$ cat src/sv/sspp_pkg.sv
`default_nettype none
// ----------------------------------------------------------------------------
// sspp_pkg
// types and constants shared by the servo status packet parser
// ----------------------------------------------------------------------------
package sspp_pkg;

   localparam logic [7:0] START_BYTE = 8'hFF;
   localparam logic [7:0] MIN_LENGTH = 8'd2;

   localparam logic [1:0] KIND_PARAM = 2'd0;
   localparam logic [1:0] KIND_DONE  = 2'd1;
   localparam logic [1:0] KIND_EXTRA = 2'd2;

   typedef enum logic [2:0] {
      ST_HUNT1  = 3'd0,
      ST_HUNT2  = 3'd1,
      ST_ID     = 3'd2,
      ST_LEN    = 3'd3,
      ST_STATUS = 3'd4,
      ST_PARAM  = 3'd5,
      ST_CHECK  = 3'd6,
      ST_DONE   = 3'd7
   } parse_state_type;

   typedef struct packed {
      logic [7:0] rx_byte;
      logic       restart;
   } item_type;

   typedef struct packed {
      logic [1:0] kind;
      logic [7:0] param_byte;
      logic [7:0] param_index;
      logic [7:0] servo_id;
      logic [7:0] servo_status;
      logic       checksum_ok;
      logic       framing_error;
      logic       length_mismatch;
      logic       last;
   } result_type;

endpackage
`default_nettype wire

$ cat src/sv/sspp_in_stage.sv
`default_nettype none
// ----------------------------------------------------------------------------
// sspp_in_stage
// input register; holds one received byte until the parser takes it
// ----------------------------------------------------------------------------
module sspp_in_stage (
   input  wire logic              clock,
   input  wire logic              reset,
   input  wire logic              req_valid,
   output      logic              req_stall,
   input  wire sspp_pkg::item_type req_item,
   input  wire logic              advance,
   output      logic              item_valid,
   output      sspp_pkg::item_type item
);

   logic               valid_ff, valid_in;
   sspp_pkg::item_type item_ff, item_in;
   logic               load;

   assign load      = !valid_ff || advance;
   assign req_stall = valid_ff && !advance;

   always_comb begin
      valid_in = valid_ff;
      item_in  = item_ff;
      if (load) begin
         valid_in = req_valid;
         item_in  = req_item;
      end
   end

   always_ff @(posedge clock) begin
      if (reset) begin
         valid_ff <= 1'b0;
      end else begin
         valid_ff <= valid_in;
      end
      item_ff <= item_in;
   end

   assign item_valid = valid_ff;
   assign item       = item_ff;

endmodule
`default_nettype wire

$ cat src/sv/sspp_parser.sv
`default_nettype none
// ----------------------------------------------------------------------------
// sspp_parser
// packet state machine; one byte per step, at most one result per byte
// ----------------------------------------------------------------------------
module sspp_parser (
   input  wire logic                clock,
   input  wire logic                reset,
   input  wire logic                fire,
   input  wire sspp_pkg::item_type  item,
   input  wire logic [7:0]          expected_count,
   output      logic                res_valid,
   output      sspp_pkg::result_type res
);

   sspp_pkg::parse_state_type state_ff, state_in, cur_state;
   logic [7:0] id_ff, id_in, cur_id;
   logic [7:0] len_ff, len_in, cur_len;
   logic [7:0] status_ff, status_in, cur_status;
   logic [7:0] sum_ff, sum_in, cur_sum;
   logic [7:0] seen_ff, seen_in, cur_seen;
   logic       err_ff, err_in, cur_err;
   logic [7:0] b;
   logic [7:0] param_count;
   logic [7:0] seen_next;

   assign b = item.rx_byte;

   // restart clears the parser before this byte is parsed
   always_comb begin
      if (item.restart) begin
         cur_state  = sspp_pkg::ST_HUNT1;
         cur_id     = 8'd0;
         cur_len    = 8'd0;
         cur_status = 8'd0;
         cur_sum    = 8'd0;
         cur_seen   = 8'd0;
         cur_err    = 1'b0;
      end else begin
         cur_state  = state_ff;
         cur_id     = id_ff;
         cur_len    = len_ff;
         cur_status = status_ff;
         cur_sum    = sum_ff;
         cur_seen   = seen_ff;
         cur_err    = err_ff;
      end
   end

   assign param_count = cur_len - sspp_pkg::MIN_LENGTH;
   assign seen_next   = cur_seen + 8'd1;

   // next state and field updates
   always_comb begin
      state_in  = cur_state;
      id_in     = cur_id;
      len_in    = cur_len;
      status_in = cur_status;
      sum_in    = cur_sum;
      seen_in   = cur_seen;
      err_in    = cur_err;
      unique case (cur_state)
         sspp_pkg::ST_HUNT1: begin
            state_in = (b == sspp_pkg::START_BYTE) ? sspp_pkg::ST_HUNT2
                                                    : sspp_pkg::ST_HUNT1;
         end
         sspp_pkg::ST_HUNT2: begin
            state_in = (b == sspp_pkg::START_BYTE) ? sspp_pkg::ST_ID
                                                    : sspp_pkg::ST_HUNT1;
         end
         sspp_pkg::ST_ID: begin
            if (b == sspp_pkg::START_BYTE) begin
               err_in   = 1'b1;
               state_in = sspp_pkg::ST_HUNT1;
            end else begin
               id_in     = b;
               status_in = 8'd0;
               sum_in    = b;
               seen_in   = 8'd0;
               state_in  = sspp_pkg::ST_LEN;
            end
         end
         sspp_pkg::ST_LEN: begin
            if (b < sspp_pkg::MIN_LENGTH) begin
               err_in   = 1'b1;
               state_in = sspp_pkg::ST_HUNT1;
            end else begin
               len_in   = b;
               sum_in   = cur_sum + b;
               state_in = sspp_pkg::ST_STATUS;
            end
         end
         sspp_pkg::ST_STATUS: begin
            status_in = b;
            sum_in    = cur_sum + b;
            seen_in   = 8'd0;
            state_in  = (cur_len == sspp_pkg::MIN_LENGTH) ? sspp_pkg::ST_CHECK
                                                           : sspp_pkg::ST_PARAM;
         end
         sspp_pkg::ST_PARAM: begin
            sum_in  = cur_sum + b;
            seen_in = seen_next;
            if (seen_next == param_count) begin
               state_in = sspp_pkg::ST_CHECK;
            end
         end
         sspp_pkg::ST_CHECK: begin
            state_in = sspp_pkg::ST_DONE;
         end
         sspp_pkg::ST_DONE: begin
            err_in = 1'b1;
         end
      endcase
   end

   // result for this byte
   always_comb begin
      res_valid           = 1'b0;
      res.kind            = sspp_pkg::KIND_PARAM;
      res.param_byte      = 8'd0;
      res.param_index     = 8'd0;
      res.servo_id        = cur_id;
      res.servo_status    = cur_status;
      res.checksum_ok     = 1'b0;
      res.framing_error   = cur_err;
      res.length_mismatch = 1'b0;
      res.last            = 1'b0;
      unique case (cur_state)
         sspp_pkg::ST_PARAM: begin
            res_valid       = 1'b1;
            res.param_byte  = b;
            res.param_index = cur_seen;
         end
         sspp_pkg::ST_CHECK: begin
            res_valid           = 1'b1;
            res.kind            = sspp_pkg::KIND_DONE;
            res.checksum_ok     = (~cur_sum == b);
            res.length_mismatch = (param_count != expected_count);
            res.last            = 1'b1;
         end
         sspp_pkg::ST_DONE: begin
            res_valid         = 1'b1;
            res.kind          = sspp_pkg::KIND_EXTRA;
            res.framing_error = 1'b1;
         end
         sspp_pkg::ST_HUNT1, sspp_pkg::ST_HUNT2, sspp_pkg::ST_ID,
         sspp_pkg::ST_LEN, sspp_pkg::ST_STATUS: begin
            res_valid = 1'b0;
         end
      endcase
   end

   always_ff @(posedge clock) begin
      if (reset) begin
         state_ff  <= sspp_pkg::ST_HUNT1;
         id_ff     <= 8'd0;
         len_ff    <= 8'd0;
         status_ff <= 8'd0;
         sum_ff    <= 8'd0;
         seen_ff   <= 8'd0;
         err_ff    <= 1'b0;
      end else if (fire) begin
         state_ff  <= state_in;
         id_ff     <= id_in;
         len_ff    <= len_in;
         status_ff <= status_in;
         sum_ff    <= sum_in;
         seen_ff   <= seen_in;
         err_ff    <= err_in;
      end
   end

endmodule
`default_nettype wire

$ cat src/sv/sspp_out_stage.sv
`default_nettype none
// ----------------------------------------------------------------------------
// sspp_out_stage
// result register; holds a result until the consumer takes it
// ----------------------------------------------------------------------------
module sspp_out_stage (
   input  wire logic                 clock,
   input  wire logic                 reset,
   input  wire logic                 advance,
   input  wire logic                 res_valid,
   input  wire sspp_pkg::result_type res,
   input  wire logic                 rsp_stall,
   output      logic                 rsp_valid,
   output      sspp_pkg::result_type rsp_res,
   output      logic                 free
);

   logic                 valid_ff, valid_in;
   sspp_pkg::result_type res_ff, res_in;

   // room for a new result when empty or when the held one transfers now
   assign free = !valid_ff || !rsp_stall;

   always_comb begin
      valid_in = valid_ff;
      res_in   = res_ff;
      if (advance) begin
         valid_in = res_valid;
         res_in   = res;
      end else if (!rsp_stall) begin
         valid_in = 1'b0;
      end
   end

   always_ff @(posedge clock) begin
      if (reset) begin
         valid_ff <= 1'b0;
      end else begin
         valid_ff <= valid_in;
      end
      res_ff <= res_in;
   end

   assign rsp_valid = valid_ff;
   assign rsp_res   = res_ff;

endmodule
`default_nettype wire

$ cat src/sv/servo_status_packet_parser.sv
`default_nettype none
// a byte is taken into the input register; its result is made by the parser and held in the result register
// throughput: one byte per cycle while rsp_stall is low, set by the single parser state update
// a byte that ends no parameter, checksum or trailing slot gives no result
// a held result stalls input once the input register also holds a byte
// reset (synchronous, active high) clears parser state, register and valids
// ----------------------------------------------------------------------------
// servo_status_packet_parser
// parses servo status packets from a byte stream into parameter,
// packet-complete and trailing-byte results
// ----------------------------------------------------------------------------
module servo_status_packet_parser (
   input  wire logic       clock,
   input  wire logic       reset,
   input  wire logic       req_valid,
   output      logic       req_stall,
   input  wire logic [7:0] req_rx_byte,
   input  wire logic       req_restart,
   output      logic       rsp_valid,
   input  wire logic       rsp_stall,
   output      logic [1:0] rsp_kind,
   output      logic [7:0] rsp_param_byte,
   output      logic [7:0] rsp_param_index,
   output      logic [7:0] rsp_servo_id,
   output      logic [7:0] rsp_servo_status,
   output      logic       rsp_checksum_ok,
   output      logic       rsp_framing_error,
   output      logic       rsp_length_mismatch,
   output      logic       rsp_last,
   input  wire logic       csr_valid,
   output      logic       csr_ready,
   input  wire logic [7:0] csr_data
);

   sspp_pkg::item_type   req_item, item;
   sspp_pkg::result_type res, rsp_res;
   logic                 item_valid, advance, free, res_valid;
   logic [7:0]           expected_ff, expected_in;

   assign csr_ready   = 1'b1;
   assign expected_in = (csr_valid && csr_ready) ? csr_data : expected_ff;

   always_ff @(posedge clock) begin
      if (reset) begin
         expected_ff <= 8'd0;
      end else begin
         expected_ff <= expected_in;
      end
   end

   assign req_item.rx_byte = req_rx_byte;
   assign req_item.restart = req_restart;

   // parser steps whenever the result register can take what it makes
   assign advance = item_valid && free;

   sspp_in_stage u_in (
      .clock      (clock),
      .reset      (reset),
      .req_valid  (req_valid),
      .req_stall  (req_stall),
      .req_item   (req_item),
      .advance    (advance),
      .item_valid (item_valid),
      .item       (item)
   );

   sspp_parser u_parser (
      .clock          (clock),
      .reset          (reset),
      .fire           (advance),
      .item           (item),
      .expected_count (expected_ff),
      .res_valid      (res_valid),
      .res            (res)
   );

   sspp_out_stage u_out (
      .clock     (clock),
      .reset     (reset),
      .advance   (advance),
      .res_valid (res_valid),
      .res       (res),
      .rsp_stall (rsp_stall),
      .rsp_valid (rsp_valid),
      .rsp_res   (rsp_res),
      .free      (free)
   );

   assign rsp_kind            = rsp_res.kind;
   assign rsp_param_byte      = rsp_res.param_byte;
   assign rsp_param_index     = rsp_res.param_index;
   assign rsp_servo_id        = rsp_res.servo_id;
   assign rsp_servo_status    = rsp_res.servo_status;
   assign rsp_checksum_ok     = rsp_res.checksum_ok;
   assign rsp_framing_error   = rsp_res.framing_error;
   assign rsp_length_mismatch = rsp_res.length_mismatch;
   assign rsp_last            = rsp_res.last;

endmodule
`default_nettype wire

$ cat config.mk
export PLATFORM = sky130hd
export DESIGN_NAME = servo_status_packet_parser
export DESIGN_NICKNAME = d
export VERILOG_FILES = /design/src/sv/sspp_pkg.sv /design/src/sv/sspp_in_stage.sv /design/src/sv/sspp_parser.sv /design/src/sv/sspp_out_stage.sv /design/src/sv/servo_status_packet_parser.sv
export SDC_FILE = /design/constraint.sdc
export NUM_CORES = 1
export LEC_CHECK = 0
export ABC_AREA = 1
export BUFFER_PORTS_ARGS = -buffer_cell sky130_fd_sc_hd__buf_2
export CAP_MARGIN = 20
export CORE_MARGIN = 5
export CORE_UTILIZATION = 40
export DETAILED_ROUTE_END_ITERATION = 6
export PLACE_DENSITY = 0.58
export SLEW_MARGIN = 15
export SYNTH_ARGS = -nofsm -noshare
export SYNTH_HDL_FRONTEND = slang
export SYNTH_SLANG_ARGS = --single-unit
$ cat constraint.sdc
create_clock -name clock -period 5.5 [get_ports clock]
set_input_delay 0.55 -clock clock [delete_from_list [all_inputs] [get_ports clock]]
set_output_delay 0.55 -clock clock [all_outputs]
set_load 0.02 [all_outputs]
==> results of run 1 <==
power breakdown:
group | internal [uW] | leakage (uW) | switching (uW)
Combinational | 65.5 | 0.00155 | 132
Sequential | 812 | 0.000895 | 22.4
Clock | 360 | 0.000152 | 301
Total | 1240 | 0.00260 | 455
stage by stage:
| step | power [uW] | hold WS, ps | setup WS [ps] |
|---|---|---|---|
| after floorplan | 986 | 443 | 2640 |
| after global placement | 1040 | 454 | 2410 |
| after detailed placement | 1050 | 458 | 2340 |
| after CTS | 1700 | 359 | 2550 |
| after global routing | 1770 | 360 | 2290 |
| final | 1690 | 367 | 2520 |
critical path, stage by stage (launching register included):
cell and delay, ps:
edfxtp_1 360, buf_4 260, inv_2 450, nand2_1 430
ha_1 420, nand3_1 110, nand2_1 50, nand2_1 150
nand3_1 100, nand2_1 80, nand2_1 60, nor2_1 90
nand2_1 90, nand2_1 70, nand2_1 50, a21oi_1 120
final timing paths:
check / endpoint / depth (start not counted) / slack (ps) / from
worst max-delay path: u_parser.state_ff[1]$_SDFFE_PP0P_ / 15 / 2520 / u_in.item[0]$_DFFE_PN_
worst min register to register: u_parser.sum_ff[2]$_SDFFE_PP0P_ / 2 / 460 / u_parser.sum_ff[2]$_SDFFE_PP0P_
worst min-delay path: u_in.item[5]$_DFFE_PN_ / 1 / 370 / req_rx_byte[4]
worst max register to register: u_parser.state_ff[1]$_SDFFE_PP0P_ / 15 / 2520 / u_in.item[0]$_DFFE_PN_
final cells by class:
class | instances | area, sq um
clock buffer | 9 | 225
clock inverter | 7 | 81.3
fill | 1298 | 6730
inverter | 103 | 387
multi-input combinational | 449 | 2240
sequential | 100 | 2460
tap | 172 | 215
timing repair buffer | 65 | 375
logic make-up (layout without fill, tap and decap cells):
group	after synthesis	after routing	synth area share, %
AOI/OAI and AO/OA	141	141	15.2
xor gates and xnor gates	12	12	2.02
adders and majority gates	10	10	2.55
buffers and inverters	130	184	9.87
DFF	100	100	47.3
other	1	1	0.0720
and+or+nand+nor	285	285	23.1
cell usage in the layout, fill, tap and decap left out, types with 16 or more instances in the layout:
cell        n
a21oi_1    41
edfxtp_1   46
dfxtp_1    54
nand2_1   129
nand3_1    33
a31oi_1    16
buf_2      61
o21ai_0    54
nor2_1     93
inv_1      95
routing by layer:
metal | up-vias | wire [um] | GRT usage [%]
li1 | 2341 | - | -
met1 | 2074 | 6770 | 27.8
met2 | 163 | 5610 | 27.4
met3 | 17 | 876 | 2.50
met4 | 0 | 258 | 8.15
met5 | - | 0 | 0
registers in the layout, summed over array words and instances (netlist names):
name and count:
u_out.rsp_res 37, u_parser.status_ff 8, u_parser.len_ff 8, u_parser.sum_ff 8
u_parser.state_ff 3, u_parser.err_ff 1, expected_ff 8, u_parser.id_ff 8
u_in.item 9, u_in.item_valid 1, u_out.rsp_valid 1, u_parser.seen_ff 8
==> run metrics, run 1 <==
Final Slew Violations 0; GRT Util Overall 18.8%; PD cells ~280 nW/um^2; # rows 41; DRC errors left 0; largest net degree at the start of global routing 52; status complete, no violations; Clock Latency Late Sink approximately 350 ps; Worst Skew approximately 4.8 ps; die height 124 um; full die area 15400 sq um; routability cong. around 0.84; Nets 760; max frequency about 340 MHz; Synth async-reset ratio 0%; Crit Path Max Fanout 33; vias in the first global route 4285; die width 124 um; synth warn 0; Post-CTS Hold Buffers 0; Worst-path clk slew roughly 70 ps; post-route ant nets 0; max cap viols 0; clock root cell clkbuf_16; placed cell areas roughly 5700 sq um; Syn Inst Count 679; layout cells sized above 1 13.8%; placed wire-length estimate 9.33 mm; worst slew pin tran 875 ps; most common cell in the synthesized netlist nand2_1; area of the core 12700 sq um; first-pass GRT wire length 22.2 mm; register area share after synthesis a little under half; CTS tree yes; crit start category register; I/O Buffers 61; Critical Path RT 5790 ps; syn avg cell area 7.67 sq um; Min-Delay Path Class in2reg; number of vias per cell around 5.1; Rel. slew slack roughly two fifths; mapped cell area 5210 sq um; CTS sink count 100; starting DRC count in detailed routing 442; Non-Filler Instances 905; critical setup path kind reg2reg; grt total ovfl 0; Routed WL 13.5 mm; Synth cell types a little over 40; FF+latch count, synth 100; fin crit period around 3000 ps; total negative slack 0 ps; synth cell count leaders nand2_1 (129), inv_1 (95), nor2_1 (94), dfxtp_1 (54), o21ai_0 (54); LEAKAGE between 0.002 and 0.003 uW; ys flop type dfxtp_1; Num CTS Buffers 9; worst vdd ir 0.143 mV; Yosys top cell by area edfxtp_1; final hold viol count 0; via count 4595; Syn Nets 711; Final Cycle Share 54.1%; RSZ-0062 raised after global routing no; DRT Pass-1 Iters 4; number of synthesized flops with an enable pin 46; fin util 47.1%; area grow syn2layout 14.9%; synth top area cells edfxtp_1 (27%), dfxtp_1 (21%), nand2_1 (9.3%); ant diodes 0; CP Capture Type register; initial core utilization 41.0%; initial antenna violation count 0; post-route cell area ~6000 sq um; WP data arrival between 3000 and 4000 ps; Clock Path Buffers 2; post-CTS sizing 0; Avg WL per Cell 14.9 um; Inst Count DP 888; H-tree depth 3; final setup vio count 0; I/O pin cnt 63; # Post-CTS Setup Buffers 0; share of the synthesized area in the top cell type 26.5%
Power figures use the tool's default switching activity.
==> run 2: changes to the inputs <==
clock period = 3 ns   (was 5.5 ns; I/O delays follow)
==> run 2 against run 1 <==
Sequential share of layout area about the same. Sequential power grew 83%. Die area unchanged. Maximum frequency is 20% higher. Register-to-register slack worse by 2000 ps. First-iteration DRC count is 13% lower. Routed wire length shrank 1.2%. Worst hold slack got worse by 240 ps. Largest cell class unchanged.
==> run metrics, run 2 (synthesis results as in run 1) <==
I/O pin cnt between 60 and 70; Avg WL per Cell between 10 and 15 um; initial antenna violation count 0; full die area around 15000 sq um; Routed WL 13.4 mm; CP Capture Type register; Crit Path Max Fanout 16; max reg flops 37; Hold Path Sink u_in.item[3]$_DFFE_PN_; post-route ant nets 0; Clock Latency Late Sink 340 ps; starting DRC count in detailed routing just under 400; area grow syn2layout 15.0%; die width approximately 120 um; LEAKAGE 0.00261 uW; die height 124 um; H-tree depth 3; crit start category register; Clock Path Buffers 2; Critical Path RT 3280 ps; Worst Skew 9.12 ps; clock root cell clkbuf_16; layout cells sized above 1 between 10% and 20%; Post-CTS Hold Buffers 0; number of cells on the worst hold path 1; largest net degree at the start of global routing 60; worst reg2reg startpoint u_in.item[0]$_DFFE_PN_; Num CTS Buffers 9; grt total ovfl 0; DRC errors left 0; most common cell after layout, fill and taps aside nand2_1; Final Cycle Share 82.9%; CTS sink count 100; WP data arrival 2760 ps; critical setup path kind reg2reg; Worst-path clk slew 70 ps; fin util 47.1%; placed wire-length estimate around 9.6 mm; CTS tree yes; Reg area 2460 sq um; number of vias per cell 5.12; GRT Util Overall 18.3%; total negative slack 0 ps; RSZ-0062 raised after global routing no; CP bufs+invs 2; initial core utilization 41.0%; routability cong. ~0.9; I/O Buffers 61; DRT Pass-1 Iters 5; Hold Crit Start req_rx_byte[2]; Largest delay share family, worst path simple AND/OR/NAND/NOR gates; worst flop-to-flop path endpoint u_parser.state_ff[1]$_SDFFE_PP0P_; Non-Filler Instances between 900 and 1000; max frequency 402 MHz; fin crit period approximately 2500 ps; R2R cell count 15; area of the core 12700 sq um; Final Slew Violations 0; status complete, no violations; final setup vio count 0; critical path cell sequence buf_4 > nor2_1 > ha_1 > nand4_1 > nand2_1 > inv_1 > nor2_1 > nand2_1 > nand2_1 > nand3_1 > nor2_1 > nand2_1 > nand2_1 > nand2_1 > a21oi_1; Top cell by count, worst path nand2_1; post-CTS sizing 0; via count 4665; final hold viol count 0; commonest non-fill, non-tap cells in the layout nand2_1 (129), inv_1 (95), nor2_1 (93); Min-Delay Path Class in2reg; worst vdd ir 0.247 mV; Rel. slew slack 43.8%; worst slew pin tran 842 ps; PD cells 512 nW/um^2; ant diodes 0; Inst Count DP 896; Nets 767; multi-input logic area 2240 sq um; total chip power 3070 uW; Crit-path slowest cell edfxtp_1; slowest stage delay, CP 560 ps; first-pass GRT wire length approximately 22 mm; vias in the first global route 4312; # Post-CTS Setup Buffers 0; # rows 41; fillers roughly 1300; max cap viols 0; reg-to-reg slack, setup between 500 and 600 ps
[run 2: cell types whose count changed in the layout (fill, tap and decap cells not counted)]
cell      delta
clkbuf_1     +1
inv_8        -1
buf_4        +9
buf_16       -2
clkinv_4     -1
inv_6        +1
[run 2: metrics by stage]
step | cell area, sq um | hold WS [ps] | worst slack (ps)
global route | 5990 | 116 | 253
floorplan | 5210 | 399 | 300
detailed placement | 5690 | 461 | 555
CTS | 5990 | 118 | 538
finish | 5990 | 128 | 512
global placement | 5690 | 455 | 643
[run 2: how the worst max path moves through the flow]
stage,startpoint,end,depth (start not counted)
4_1_cts,u_in.item[0]$_DFFE_PN_,u_parser.state_ff[1]$_SDFFE_PP0P_,15
3_5_place_dp,u_in.item[0]$_DFFE_PN_,u_parser.state_ff[1]$_SDFFE_PP0P_,15
3_3_place_gp,u_in.item[0]$_DFFE_PN_,u_parser.state_ff[1]$_SDFFE_PP0P_,15
6_report,u_in.item[0]$_DFFE_PN_,u_parser.state_ff[1]$_SDFFE_PP0P_,15
2_1_floorplan,u_out.rsp_valid$_SDFFE_PP0P_,u_out.rsp_res[0]$_DFFE_PP_,5
5_1_grt,u_in.item[0]$_DFFE_PN_,u_parser.state_ff[1]$_SDFFE_PP0P_,15
[run 2: worst reg2reg max path: stages, from the launching register on]
cell      delay, ps
edfxtp_1        560
buf_4           290
nor2_1          250
ha_1            310
nand4_1         150
nand2_1         110
inv_1            40
nor2_1          160
nand2_1          70
nand2_1          60
nand3_1          60
nor2_1           80
nand2_1          70
nand2_1          60
nand2_1          40
a21oi_1         120
[run 2: cell type report]
class	instances	share of cell area, %
Sequential cell	100	41.1
Timing Repair Buffer	72	6.47
Tap cell	172	3.59
Inverter	103	6.45
Clock inverter	6	1.17
Clock buffer	10	3.82
Multi-Input combinational cell	449	37.4
[run 2: power breakdown]
part,internal [uW],total [uW],switching [uW]
registers,1490,1530,43.2
clock network,657,1180,524
logic,118,355,237
total,2260,3070,804
[run 2: per-layer routing]
layer | part of all wire [%] | global-route usage [%]
met3 | 6.6 | 2.86
met1 | 48 | 26.2
met5 | 0 | 0
met4 | 0.99 | 5.82
met2 | 44 | 28.3
==> run 3: changes to the inputs <==
clock period = 2.3 ns   (was 3 ns; I/O delays follow)
==> run 3 against run 2 <==
Core utilization grew 1.1 points. Non-clock buffer count rose by 13. Clock-buffer cell count is the same. First-iteration DRC count up 5.2%. Critical path depth down 2. Sequential share of layout area down 0.97 points. Flip-flop and latch count unchanged. Sequential power increased by 30%. Final area increased by 2.4%. Global-route usage down 0.18 points. Maximum frequency is 17% higher. Critical path type unchanged. Critical endpoint is now u_parser.sum_ff[6]$_SDFFE_PP0P_. Largest cell class unchanged.
==> run metrics, run 3 (synthesis results as in run 1) <==
area of the core 12700 sq um; Routed WL 13.5 mm; via count 4668; worst slew pin tran 487 ps; DP Worst Slack ~160 ps; area grow syn2layout 17.8%; Num CTS Buffers 9; max reg flops 37; fin crit period 2140 ps; Clock Latency Late Sink 350 ps; CTS tree yes; routability cong. 0.945; RSZ-0062 raised after global routing yes; max frequency 468 MHz; commonest non-fill, non-tap cells in the layout nand2_1 (127), inv_1 (95), nor2_1 (93); grt total ovfl 0; Rel. slew slack 67.3%; Worst Skew 7.56 ps; placed cell areas 5810 sq um; Post-CTS Hold Buffers 0; initial core utilization 41.0%; vias in the first global route between 4000 and 5000; Non-Filler Instances between 900 and 1000; Critical Path RT 2580 ps; worst vdd ir 0.360 mV; slowest stage delay, CP 440 ps; DRT Pass-1 Iters 5; Top cell by count, worst path nand2_1; post-route ant nets 0; Crit-path slowest cell edfxtp_1; placed wire-length estimate 9.61 mm; Final Slew Violations 0; Crit Path Max Fanout 6; I/O pin cnt 63; Min-Delay Path Class in2reg; largest net degree at the start of global routing 98; final hold viol count 0; starting DRC count in detailed routing 405; Avg WL per Cell 14.6 um; ant diodes 0; post-route cell area 6140 sq um; LEAKAGE 0.00268 uW; Clock Path Buffers 2; Nets a little under 800; Inst Count DP a little over 900; initial antenna violation count 0; critical path cell sequence nor2_1 > ha_1 > fa_2 > nand3_1 > nand3_1 > nand2_1 > nand2_1 > a21o_1 > nand2_1 > nand2_1 > o21ai_1 > nand2_1 > a21oi_1; clock root cell clkbuf_16; die width ~120 um; Final Cycle Share 92.8%; CP bufs+invs 0; DRC errors left 0; PD cells 659 nW/um^2; crit start category register; WP data arrival ~2400 ps; layout cells sized above 1 16.6%; number of vias per cell 5.05; final setup vio count 0; final setup margin 165 ps; Largest delay share family, worst path simple AND/OR/NAND/NOR gates; status complete, no violations; max cap viols 0; CTS sink count 100; I/O Buffers 61; GRT Util Overall 18.1%; # rows 41; most common cell after layout, fill and taps aside nand2_1; CP Capture Type register; critical setup path kind reg2reg; Worst-path clk slew 70 ps; full die area 15400 sq um; total negative slack 0 ps; H-tree depth 3; die height 124 um; first-pass GRT wire length 21.5 mm
## run 3: cell types whose count changed in the layout (fill, tap and decap cells not counted), moves of 2 or more
cell and change:
nand2_2 +2, buf_4 +10, buf_12 +2, nand2_1 -2
## run 3: area by class of cell
cell class | instances | area (sq um)
clock buffer | 10 | 229
sequential | 100 | 2460
multi-input combinational | 449 | 2260
fill | 1296 | 6580
clock inverter | 6 | 70.1
timing repair buffer | 85 | 514
tap | 172 | 215
inverter | 103 | 387
## run 3: final timing paths
check,start,endpoint,slack (ps),cells after the start
setup reg to reg,u_in.item[0]$_DFFE_PN_,u_parser.sum_ff[6]$_SDFFE_PP0P_,160,13
setup / recovery,u_in.item[0]$_DFFE_PN_,u_parser.sum_ff[6]$_SDFFE_PP0P_,160,13
hold / removal,req_rx_byte[6],u_in.item[7]$_DFFE_PN_,50,1
hold reg to reg,u_parser.sum_ff[2]$_SDFFE_PP0P_,u_parser.sum_ff[2]$_SDFFE_PP0P_,470,2
## run 3: timing repair
| action | 4_1_cts | 5_1_grt |
|---|---|---|
| gates resized for setup | 0 | 8 |
| buffers inserted | 0 | 1 |
| endpoints found under the setup margin | 0 | 7 |
## run 3: power breakdown
part	switching (uW)	internal, uW
sequential	49.9	1940
combinational	323	171
clock	702	859
total	1070	2970
## run 3: worst reg2reg max path, cell delays in order, from the launching register on
cell      delay, ps
edfxtp_1        440
nor2_1          110
ha_1            230
fa_2            370
nand3_1          80
nand3_1          90
nand2_1         100
nand2_1          70
a21o_1          170
nand2_1          60
nand2_1          50
o21ai_1         110
nand2_1          60
a21oi_1         130
## run 3: layer usage
| layer | GRT usage, % | routed length, um | up-vias |
|---|---|---|---|
| met1 | 26.6 | 6580 | 2126 |
| met4 | 7.53 | 228 | 0 |
| met3 | 2.68 | 986 | 21 |
| li1 | - | - | 2363 |
| met2 | 26.5 | 5670 | 158 |
| met5 | 0 | 0 | - |
## run 3: per-stage QoR
stage | utilization, % | total power [uW] | hold WS (ps)
after floorplan | - | 2360 | 329
after global placement | 45.7 | 2510 | 407
after detailed placement | 45.7 | 2520 | 409
after CTS | 48.0 | 4070 | 43.7
after global routing | 48.2 | 4220 | 46.5
final | 48.2 | 4050 | 51.4
